File: config.mk
export PLATFORM = sky130hd
export DESIGN_NAME = rpa_ram
export DESIGN_NICKNAME = d
export VERILOG_FILES = /design/src/rtl/rpa_ram.sv
export SDC_FILE = /design/constraint.sdc
export NUM_CORES = 2
export LEC_CHECK = 0
export BUFFER_PORTS_ARGS = -buffer_cell sky130_fd_sc_hd__buf_2
export CAP_MARGIN = 20
export CORE_MARGIN = 3
export CORE_UTILIZATION = 63
export CTS_CLUSTER_SIZE = 24
export DETAILED_ROUTE_END_ITERATION = 8
export PLACE_DENSITY_LB_ADDON = 0.2
export REMOVE_ABC_BUFFERS = 1
export SYNTH_ARGS = -nofsm -noshare
export SYNTH_HDL_FRONTEND = slang
export SYNTH_SLANG_ARGS = --single-unit
File: constraint.sdc
create_clock -name clk -period 2.9 [get_ports clk]
set_input_delay 0.29 -clock clk [delete_from_list [all_inputs] [get_ports clk]]
set_output_delay 0.29 -clock clk [all_outputs]
set_load 0.02 [all_outputs]
File: src/rtl/rpa_ram.sv
// generic single-port-write, single-port-read ram with registered read
`timescale 1ns / 1ps

module rpa_ram #(
	parameter int WIDTH = 8,
	parameter int DEPTH = 256
) (
	input  logic                             clk,
	input  logic                             we,
	input  logic [$clog2(DEPTH)-1:0]         waddr,
	input  logic [WIDTH-1:0]                 wdata,
	input  logic                             re,
	input  logic [$clog2(DEPTH)-1:0]         raddr,
	output logic [WIDTH-1:0]                 rdata
);

	logic [WIDTH-1:0] mem [DEPTH];

	// write port
	always_ff @(posedge clk) begin
		if (we) begin
			mem[waddr] <= wdata;
		end
	end

	// registered read, data holds while re is low
	always_ff @(posedge clk) begin
		if (re) begin
			rdata <= mem[raddr];
		end
	end

endmodule

# Word-level counts from Yosys, hierarchy flattened
# Memory sizes are Yosys's and may differ from the RTL's. A register that Yosys moved wholly into a read port is not among the register bits.
# Cells that the tools add are included.
[op_classes]
muxes = 2
[op_table]
columns = ["operator", "n"]
rows = [
  ["$mux 1", 2],
]
[word_totals]
regBits = 0
mem_bits_rw = 2048
in_bits = 27
output_inout_bits = 8
wordCells = 3
mem_count = 1
[memory_table]
columns = ["memory", "words", "word_bits", "rd", "rd_ports_with_merged_regs", "write_ports", "line", "text"]
rows = [
  ["mem", 256, 8, 1, 1, 1, "17", "logic [WIDTH-1:0] mem [DEPTH];"],
]

# Logic depth before layout (Yosys ltp)
[depth]
ltp_word = 2
depth_mapped = 11
ltp_nobuf = 6

# Least setup slack after synthesis
# OpenSTA, ideal clock, no wires.
[synth_timing]
path_type = "input-to-reg"
startpoint = "in raddr[0]"
endpoint = "reg rdata[2] (read register of mem) (data pin)"
arrival_time_ns = 2.097
required_ns = 2.631
path_slack_ns = 0.534
stages = 9
n_path_buf = 4
path_cell_list = "buf_6 > buf_12 > buf_8 > buf_2 > mux4_2 > a22oi_1 > a21oi_1 > nor4_1 > nor4_2"
[synth_rtl]
columns = ["item", "line", "text"]
rows = [
  ["from (decl)", "13", "input logic [$clog2(DEPTH)-1:0] raddr,"],
  ["to (decl)", "14", "output logic [WIDTH-1:0] rdata"],
]

==> results.toml <==
[clock_network]
cts_buffers = 194
clkLatencyLatePin_ns = 0.84
clock_sinks = 2056
clk_transition_reported_paths_ns = 0.06
clock-root-buffer = "clkbuf_16"
cts.path.max_buffers = 3
htree_levels = 4
cts_tree = "built"

[cells_and_area]
nNetsFinal = 4287
multiInputGateArea_um2 = 16500
fillers = 6856
register_area_um2 = 61700
final_area_um2 = 91600
synthToLayoutAreaGrowth_pct = 15.0
drive_above_1_share = 0.297

[detailed_routing]
routed_wl_um = 200000
drt_iter0_drc = 6599
drc = 0
wire_per_inst_um = 33.1
vias = 41500
drtPass1Iterations = 6
detail_route.vias_per_cell = 6.85
ant_nets = 0

[yosys]
yosys.area_share.simple = 0.0263
netlist_top_cells_count = "2056 x edfxtp_1, 454 x mux4_2, 282 x nor2_1"
ys_dominant_reg_cell = "edfxtp_1"
netlist_area_um2 = 79600
synth_fa_ha_area_frac = 0
yosys.area.top_type = "edfxtp_1"
synth_top_family_by_area = "multiplexers"
synth_top_area_share = 0.775
muxShareOfSynthArea = 0.146
synth_compound_area_frac = 0.0342
ys_top_cells_by_area = "edfxtp_1 78%, mux4_2 13%, mux2i_1 1.7%"
synth_xor_xnor_area_share = 0
ys_seq_area_frac = 0.775
synth-seq-cells = 2056
yosysMostFrequentCell = "edfxtp_1"
synth.distinct_cells = 54
syn_area_per_cell_um2 = 21.3
synthCells = 3733
synth-edff-count = 2056
yosys_warnings = 0
async_flop_share = 0

[floorplanning]
die_x_um = 362
start_util = 0.639
core_area_um2 = 125000
die_area_um2 = 131000
core.rowCount = 129
die_y_um = 362
ioPinCount = 35

[sta]
rsz0062_at_grt = "no"
hold_viol_final = 0
finClkSkew_ns = 0.0310
fmax_mhz = 364
maxSlewHeadroom = 0.213
tightestPinTransition_ns = 1.17
fin_crit_sh = 0.948
setup_viol = 0
fin_crit_ns = 2.75
finalMaxSlewViolations = 0

[pwr]
p_int_w = 0.0489
power_leakage_nw = 29.5
pwr_density_cell_nw_per_um2 = 673
ir_worst_vdd_uv = 717
p_total_w = 0.0617
seqPwrFrac = 0.532
p_comb_frac = 0.052
clockPowerShare = 0.416
p_sw_frac = 0.206
p_sw_w = 0.0127

[worst_setup_path]
path_cells = "mux4_2 -> nor2b_1 -> a211oi_2 -> buf_4 -> nor3_1 -> nor4_1 -> buf_4 -> nor4_1"
cp.arrival_ns = 3.29
start_kind = "flip-flop"
r2r.worst_path.cells = 8
crit_start = "mem[73][7]$_DFFE_PP_"
cp-end-kind = "flip-flop"
timing.rr.start = "mem[73][7]$_DFFE_PP_"
slowest_delay_ns = 0.60
slowest_stage = "nor4_1"
path_class = "reg -> reg"
cp.required_ns = 3.44
crit_fanout = 1

[global_route]
antenna_found_initial = 13
track_usage = 0.312
use_met1 = 0.439
grt_pass1_wl_um = 292000
use_met3 = 0.0754
overflow = 0
grt_pass1_vias = 42100
grt_busiest_layer = "met2"
use_met2 = 0.491
grt_max_degree = 102

[placed_design]
dp_hpwl_um = 125000
place_area_um2 = 85100
place_congestion = 0.909
io_buffers = 34

[worst_hold_path]
holdPathStages = 1
min_path_type = "in -> reg"
min_from = "wdata[7]"

[flow_run]
max_cap_violations = 0

[status]
status = "finished, final reports clean"
[layout make-up]
type / count / share of cell area
tap: 1637 / 0.0224
sequential: 2056 / 0.674
clock inverter: 114 / 0.0141
multi-input combinational: 1442 / 0.180
inverter: 2 / 0.0000820
clock buffer: 238 / 0.0560
antenna: 5 / 0.000137
timing repair buffer: 564 / 0.0532
[layer usage]
metal  routed length [um]  vias to the layer above
met5                   54                        -
met4                 7720                        8
met3                24400                      445
met2                96500                     2839
met1                71600                    21400
li1                     -                    16800
[through the flow]
step	setup TNS (ns)	std cells	hold WS, ns	util	setup WS (ns)
detailed placement	-2.53	5699	0.704	0.683	-0.572
floorplan	0	3500	0.389	-	0.117
global route	0	6055	0.0274	0.735	0.102
global placement	-3.94	5697	0.706	0.683	-0.931
finish	0	6058	0.0370	0.735	0.151
CTS	0	6052	0.0247	0.735	0.00256
[sequential cells by signal, summed over array words and instances, names as in the netlist]
signal	flops
mem	2048
rdata	8
[timing repair]
action	CTS	global route
setup buffers	0	0
hold endpoints to repair	8	0
hold buffers	1	0
endpoints found under the setup margin	0	1
resized for setup	0	1
[critical path, delay by kind of cell (launching register included)]
family	cells	cell delay, ns
simple gates	4	0.87
buf+inv	2	0.39
flops	1	0.37
compound gates	1	0.37
mux	1	0.46
[power by group through the flow]
stage | sequential (W) | clock [W] | combinational (W)
after global routing | 0.0328 | 0.0270 | 0.00338
after detailed placement | 0.0334 | 0 | 0.00318
final | 0.0328 | 0.0256 | 0.00323
after global placement | 0.0334 | 0 | 0.00310
after floorplan | 0.0334 | 0 | 0.00115
after CTS | 0.0328 | 0.0258 | 0.00321
[final timing paths]
check | endpoint | slack [ns]
worst min-delay path | mem[73][7]$_DFFE_PP_ | 0.04
worst max register to register | rdata[7]$_DFFE_PP_ | 0.15
worst max-delay path | rdata[7]$_DFFE_PP_ | 0.15
worst min register to register | rdata[6]$_DFFE_PP_ | 1.25
[placed cells by master (no fill, tap or decap), drive strengths merged, types with 16 or more instances in the layout]
cell	n
nor4	27
nand3	34
buf	554
a21oi	96
o22ai	28
a211oi	16
o221ai	47
nand2	33
a22oi	133
nor2b	31
edfxtp	2056
bufinv	27
clkinv	75
clkbuf	247
mux2i	134
nor2	282
nor3	22
mux4	456
[cell families after synthesis]
family / Yosys count
compound gates: 385
buf+inv: 235
flops: 2056
mux: 591
simple gates: 466
(Power assumes the default switching activity.)
